## src/design/nsbe_pkg.sv

```systemverilog
// Shared types and constants for the NSEC type bitmap encoder.
package nsbe_pkg;

	localparam int WIN_BYTES  = 32;
	localparam int ROW_BITS   = WIN_BYTES * 8;
	localparam int LEN_W      = 6;
	localparam int SIZE_W     = 14;
	localparam int CURSOR_W   = 9;
	localparam int SCAN_LANES = 8;
	localparam int MAX_SIZE   = 8704;

	typedef enum logic [1:0] {
		KIND_ADD    = 2'd0,
		KIND_CLEAR  = 2'd1,
		KIND_READ   = 2'd2,
		KIND_REWIND = 2'd3
	} kind_t;

	typedef struct packed {
		kind_t       kind;
		logic [15:0] rr_type;
	} item_t;

	typedef struct packed {
		logic [7:0]        out_byte;
		logic              end_of_window;
		logic              end_of_bitmap;
		logic [SIZE_W-1:0] total_size;
	} result_t;

	// classified command handed from front to back
	typedef struct packed {
		kind_t      kind;
		logic [7:0] win;
		logic [4:0] byte_idx;
		logic [2:0] bit_idx;
	} cmd_t;

	// one memory row: used length plus the window's bitmap, byte b at bits [8b+7:8b]
	typedef struct packed {
		logic [LEN_W-1:0]    len;
		logic [ROW_BITS-1:0] bits;
	} row_t;

endpackage

```

## src/design/nsbe_queue.sv

```systemverilog
// Two-entry command queue between front and back end.
module nsbe_queue
	import nsbe_pkg::*;
(
	input  logic clk,
	input  logic arst_n,
	input  logic push,
	input  cmd_t push_cmd,
	output logic full,
	input  logic pop,
	output logic head_valid,
	output cmd_t head
);

	cmd_t       entry_q [2];
	logic       wr_ptr_q;
	logic       rd_ptr_q;
	logic [1:0] count_q;

	assign full       = (count_q == 2'd2);
	assign head_valid = (count_q != 2'd0);
	assign head       = entry_q[rd_ptr_q];

	always_ff @(posedge clk or negedge arst_n) begin
		if (!arst_n) begin
			wr_ptr_q <= 1'b0;
			rd_ptr_q <= 1'b0;
			count_q  <= 2'd0;
		end else begin
			if (push) wr_ptr_q <= !wr_ptr_q;
			if (pop) rd_ptr_q <= !rd_ptr_q;
			case ({push, pop})
				2'b10:   count_q <= count_q + 2'd1;
				2'b01:   count_q <= count_q - 2'd1;
				default: count_q <= count_q;
			endcase
		end
	end

	always_ff @(posedge clk) begin
		if (push) entry_q[wr_ptr_q] <= push_cmd;
	end

endmodule

```

## config.mk

```make
export PLATFORM = sky130hd
export DESIGN_NAME = nsbe_queue
export DESIGN_NICKNAME = d
export VERILOG_FILES = /design/src/design/nsbe_pkg.sv /design/src/design/nsbe_queue.sv
export SDC_FILE = /design/constraint.sdc
export NUM_CORES = 1
export LEC_CHECK = 0
export BUFFER_PORTS_ARGS = -buffer_cell sky130_fd_sc_hd__buf_4
export CAP_MARGIN = 20
export CORE_MARGIN = 5
export CORE_UTILIZATION = 40
export CTS_CLUSTER_SIZE = 25
export DETAILED_ROUTE_END_ITERATION = 8
export GPL_TIMING_DRIVEN = 0
export SKIP_LAST_GASP = 1
export SYNTH_ARGS = -nofsm -noshare
export SYNTH_HDL_FRONTEND = slang
export SYNTH_SLANG_ARGS = --single-unit
```

## constraint.sdc

```tcl
create_clock -name clk -period 2.2 [get_ports clk]
set_input_delay 0.22 -clock clk [delete_from_list [all_inputs] [get_ports clk]]
set_output_delay 0.22 -clock clk [all_outputs]
set_load 0.05 [all_outputs]
```

==> results of run 1 <==
[worst min path at each step]
| stage | start | endpoint | depth (start not counted) |
|---|---|---|---|
| floorplan | arst_n | count_q[0] | 0 |
| global placement | arst_n | wr_ptr_q | 1 |
| detailed placement | arst_n | wr_ptr_q | 1 |
| CTS | push_cmd[2] | entry_q[0][2] | 1 |
| global route | push_cmd[2] | entry_q[1][2] | 1 |
| finish | push_cmd[13] | entry_q[1][13] | 1 |
[layer usage]
layer | vias up | GRT usage (%) | wire [µm]
li1 | 370 | - | -
met4 | 0 | 4.38 | 24
met3 | 4 | 4.02 | 232
met2 | 34 | 15.3 | 1180
met1 | 358 | 11.7 | 990
met5 | - | 0 | 0
[power groups by stage]
stage                     Clock [mW]  Sequential [mW]  Combinational [mW]
after floorplan                    0             1.08                1.04
after global placement             0             1.09                1.38
after detailed placement           0             1.10                1.41
after CTS                      0.490             1.08                1.41
after global routing           0.530             1.09                1.45
final                          0.477             1.08                1.39
[layout make-up]
type                       instances  area, µm²
timing repair buffer              43        333
multi-input combinational         29        322
buffer                             2       31.3
clock buffer                       8       90.1
sequential                        40       1180
tap                               48       60.1
inverter                           1       3.75
fill                             319       1670
[stage by stage]
| step | hold WS [ns] | setup WS [ns] |
|---|---|---|
| after CTS | 0.116 | 0.507 |
| after global placement | 0.0182 | 0.146 |
| after floorplan | -0.0756 | 0.627 |
| after detailed placement | 0.0206 | 0.707 |
| after global routing | 0.110 | 0.468 |
| final | 0.122 | 0.531 |
[cell families after synthesis]
group | after synthesis | share of synthesized area (%)
buffers and inverters | 3 | 2.28
adders and majority gates | 1 | 0.815
xor gates and xnor gates | 5 | 2.85
and+or+nand+nor | 5 | 1.71
DFF | 40 | 76.9
muxes | 18 | 15.4
[registers in the layout (all words and copies together), names as in the netlist]
name	cells
entry_q	36
count_q	2
rd_ptr_q	1
wr_ptr_q	1
[cells in the final DEF (no fill, tap or decap)]
cell type / count
buf_6: 1
clkbuf_8: 6
xor2_1: 3
or2_2: 1
buf_12: 1
and2_1: 1
clkbuf_1: 2
dlygate4sd3_1: 1
nor2_2: 1
ha_1: 1
nor2_1: 1
buf_4: 41
mux2_2: 9
nor2b_1: 1
inv_1: 1
mux2_4: 9
dfrtp_1: 4
xnor2_1: 2
buf_8: 1
edfxtp_1: 36
==> out/results.txt, run 1 <==
DRT iter0 DRCs: 18
DP Wirelength: 1.72 mm
First-pass GRT wire length: 3.70 mm
CP endpoint: head[6]
Core box area: 3690 µm²
Post-synth EDFFs: 36
Setup Skew: 0.00286 ns
Largest net degree at the start of global routing: 19
Distinct cells, synth: 14
Setup TNS Final: 0 ns
Wire per inst: 14.2 µm
Cells on worst reg2reg path: 1
CTS tree: yes
Core Util, Final: 54.8%
Max H-tree Level: 2
Die height: 72.0 µm
Leak: 0.805 nW
CP startpoint: rd_ptr_q
Fin. max-slew vios: 0
Most frequent cell after synthesis: edfxtp_1
Power Internal: 1.80 mW
Area growth syn-to-layout: 31.6%
Crit start category: flop
WL final: 2.43 mm
Fmax: 0.599 GHz
Stages on the worst setup path: 4
Final #Nets: 145
RR Endpoint: entry_q[1][8]
Die Area: 5180 µm²
Residual DRC: 0
Non-Filler Instances: 171
CP top delay family: buffers and inverters
Mapped Area: 1540 µm²
Worst Hold Class: in -> reg
Initial antenna violation count: 0
Clk Tree Root Cell: clkbuf_8
Total track usage: 9.74%
RR Startpoint: wr_ptr_q
Number of global-route vias before repair: 820
Final hold violations: 0
YS warnings: 0
CP Class: reg -> out
Mean Syn Cell Area: 21.3 µm²
Setup violators final: 0
Net Sw Power: 1.14 mW
WP data required: 1.98 ns
Num CTS Buffers: 5
Worst vdd rail ir drop: 0.749 mV
Switch share: 38.8%
Largest area contributor in the netlist: edfxtp_1
Crit-path max cell delay: 0.38 ns
Slowest stage cell, crit path: dfrtp_1
R2R setup slack: 0.72 ns
PwrDens: 1460 nW/µm²
Critical path buffers and inverters: 3
N_diodes: 0
# resized after CTS: 0
Number of cell rows: 22
Cell Chain, Critical Path: buf_6 > buf_12 > mux2_4 > buf_4
Power Total: 2.94 mW
Status: finished, final reports clean
Share of cells above drive strength 1: 56.9%
Port Buffers: 41
Combinational share of power: 47.1%
Worst Tran Pin Value: 0.852 ns
Die Wd: 72.0 µm
Cells after Synth: 72
Post-synthesis net count: 95
Register bit total from synthesis: 40
Via Count: 766
Post-CTS Setup Bufs: 0
Clock power share: 16.2%
Clock buffer depth: 2
Final Instance Area: 2020 µm²
Max_cap viols: 0
Worst skew pair latency: 0.28 ns
Vias/cell: 4.48
Placed cell area: 1920 µm²
Ys flop type: edfxtp_1
Hold buffers post-CTS: 1
Crit path DAT: 1.45 ns
Seq/Total Area, Yosys: 76.9%
Yosys top cell area share: 70.4%
Clock sinks: 40
Top-Level Pins: 42
GR Overflow Total: 0
Final GP Congestion: 0.643
Largest cells by area after synthesis: edfxtp_1, mux2_4, mux2_2
Sequential power share: 36.7%
Initial core utilization: 41.6%
Final ANT Viol Nets: 0
CP max FO: 10
Dpl cells: 162
RSZ-0062 raised after global routing: no
Crit path time final: 1.67 ns
Top cells by count, synth: edfxtp_1, mux2_2, mux2_4, dfrtp_1, xor2_1
Reg clk slew, reported paths: 0.07 ns
Slew HR: 43.2%
CP Capture Type: primary output
Asr flop ratio synth: 10.0%
Pre-antenna DRT Iters: 2
Post-route clock period utilization: 75.9%
(Power assumes the default switching activity.)
==> run 2: changes to the inputs <==
- clock period: 2.2 -> 1.6 ns (I/O delays scaled with it)
==> out/results.txt, run 2 (synthesis gave the netlist of run 1 again) <==
Status: finished, final reports clean
Worst vdd rail ir drop: 1.02 mV
Initial core utilization: 41.6%
Vias/cell: 4.49
DRT iter0 DRCs: 25
Max_cap viols: 0
Critical path buffers and inverters: 3
Pre-antenna DRT Iters: 2
Largest register FFs: 36
Post-route clock period utilization: 99.5%
Leak: 0.844 nW
Share of cells above drive strength 1: 57.9%
Biggest regs: entry_q: 36 flops, count_q: 2 flops
DP Wirelength: 1.72 mm
Die height: 72.0 µm
Wire per inst: 14.1 µm
Crit-path max cell delay: 0.40 ns
PwrDens: 2020 nW/µm²
Worst skew pair latency: 0.27 ns
Port Buffers: 41
Residual DRC: 0
Crit path DAT: 1.43 ns
Setup TNS Final: 0 ns
Via Count: 781
Num CTS Buffers: 5
Most common cell after layout, fill and taps aside: edfxtp_1
Final hold violations: 0
WP data required: 1.44 ns
CP top delay family: buffers and inverters
Setup violators final: 0
Slowest stage cell, crit path: dfrtp_1
Worst Hold Class: in -> reg
Final ANT Viol Nets: 0
Area growth syn-to-layout: 37.2%
Number of global-route vias before repair: 821
Setup Skew: 0.00205 ns
Die Area: 5180 µm²
Number of cell rows: 22
R2R setup slack: 0.11 ns
Fmax: 0.628 GHz
First-pass GRT wire length: 3.73 mm
Pre-CTS setup slack: 0.107 ns
Reg clk slew, reported paths: 0.07 ns
Largest net degree at the start of global routing: 19
Clk Tree Root Cell: clkbuf_8
Final GP Congestion: 0.643
Placed cell area: 1920 µm²
Power Total: 4.25 mW
Fin. max-slew vios: 0
Worst Tran Pin Value: 0.861 ns
Setup WS post-layout: 0.00793 ns
N_diodes: 0
Initial antenna violation count: 0
Final Instance Area: 2110 µm²
RSZ-0062 raised after global routing: yes
GR Overflow Total: 0
Crit path time final: 1.59 ns
Clock buffer depth: 2
Crit start category: flop
Total track usage: 9.83%
Max H-tree Level: 2
Biggest register: entry_q
Slew HR: 42.6%
CP max FO: 10
Cell Chain, Critical Path: buf_6 > buf_12 > mux2_4 > buf_8
CP Class: reg -> out
Clock sinks: 40
Most frequent cells in the layout: edfxtp_1, buf_4, buf_6, mux2_4, mux2_2
WL final: 2.45 mm
CP Capture Type: primary output
Core box area: 3690 µm²
Die Wd: 72.0 µm
Top-Level Pins: 42
Final #Nets: 148
CTS tree: yes
Fin Hold WS: 0.0653 ns
run 2: cell types whose count changed in the layout (fill, tap and decap cells not counted), sizes merged:
| cell | before | now |
|---|---|---|
| buf | 44 | 47 |
run 2: layer usage:
metal  vias up  global-route usage (%)  part of all wire (%)
met3         5                    3.88                   9.3
met1       368                    12.4                    40
met2        34                    15.0                    50
li1        374                       -                     -
met4         0                    4.38                   1.1
met5         -                       0                     0
run 2: timing repair:
action                                 4_1_cts  5_1_grt
hold buffers                                 1        0
gates cloned                                 0        1
buffers inserted                             1        1
gates resized for setup                      9        5
endpoints found under the hold margin        4        0
setup endpoints to repair                    9       11
run 2: where the power goes:
group	internal, mW	switching, mW	leakage (nW)
combinational	0.887	1.23	0.414
clock	0.351	0.296	0.0455
sequential	1.40	0.0862	0.385
total	2.64	1.61	0.844
run 2: final cells by class:
cell class | instances | area (µm²)
Tap cell | 48 | 60.1
Fill cell | 303 | 1580
Inverter | 1 | 3.75
Clock buffer | 8 | 90.1
Multi-Input combinational cell | 29 | 325
Sequential cell | 40 | 1180
Buffer | 2 | 31.3
Timing Repair Buffer | 46 | 414
run 2: path summary, 6_finish.rpt:
path | start | endpoint | cells after the start
min in group asynchronous | arst_n | count_q[1] | 2
max in group asynchronous | arst_n | wr_ptr_q | 2
setup reg to reg | wr_ptr_q | entry_q[1][6] | 1
hold / removal | push_cmd[12] | entry_q[1][12] | 1
setup / recovery | rd_ptr_q | head[6] | 4
hold reg to reg | count_q[1] | count_q[1] | 1
run 2: metrics by stage:
step / cells / utilization, %
after floorplan: 72 / -
after global placement: 161 / 51.6
after detailed placement: 162 / 52.1
after CTS: 172 / 56.2
after global routing: 174 / 57.1
final: 174 / 57.1
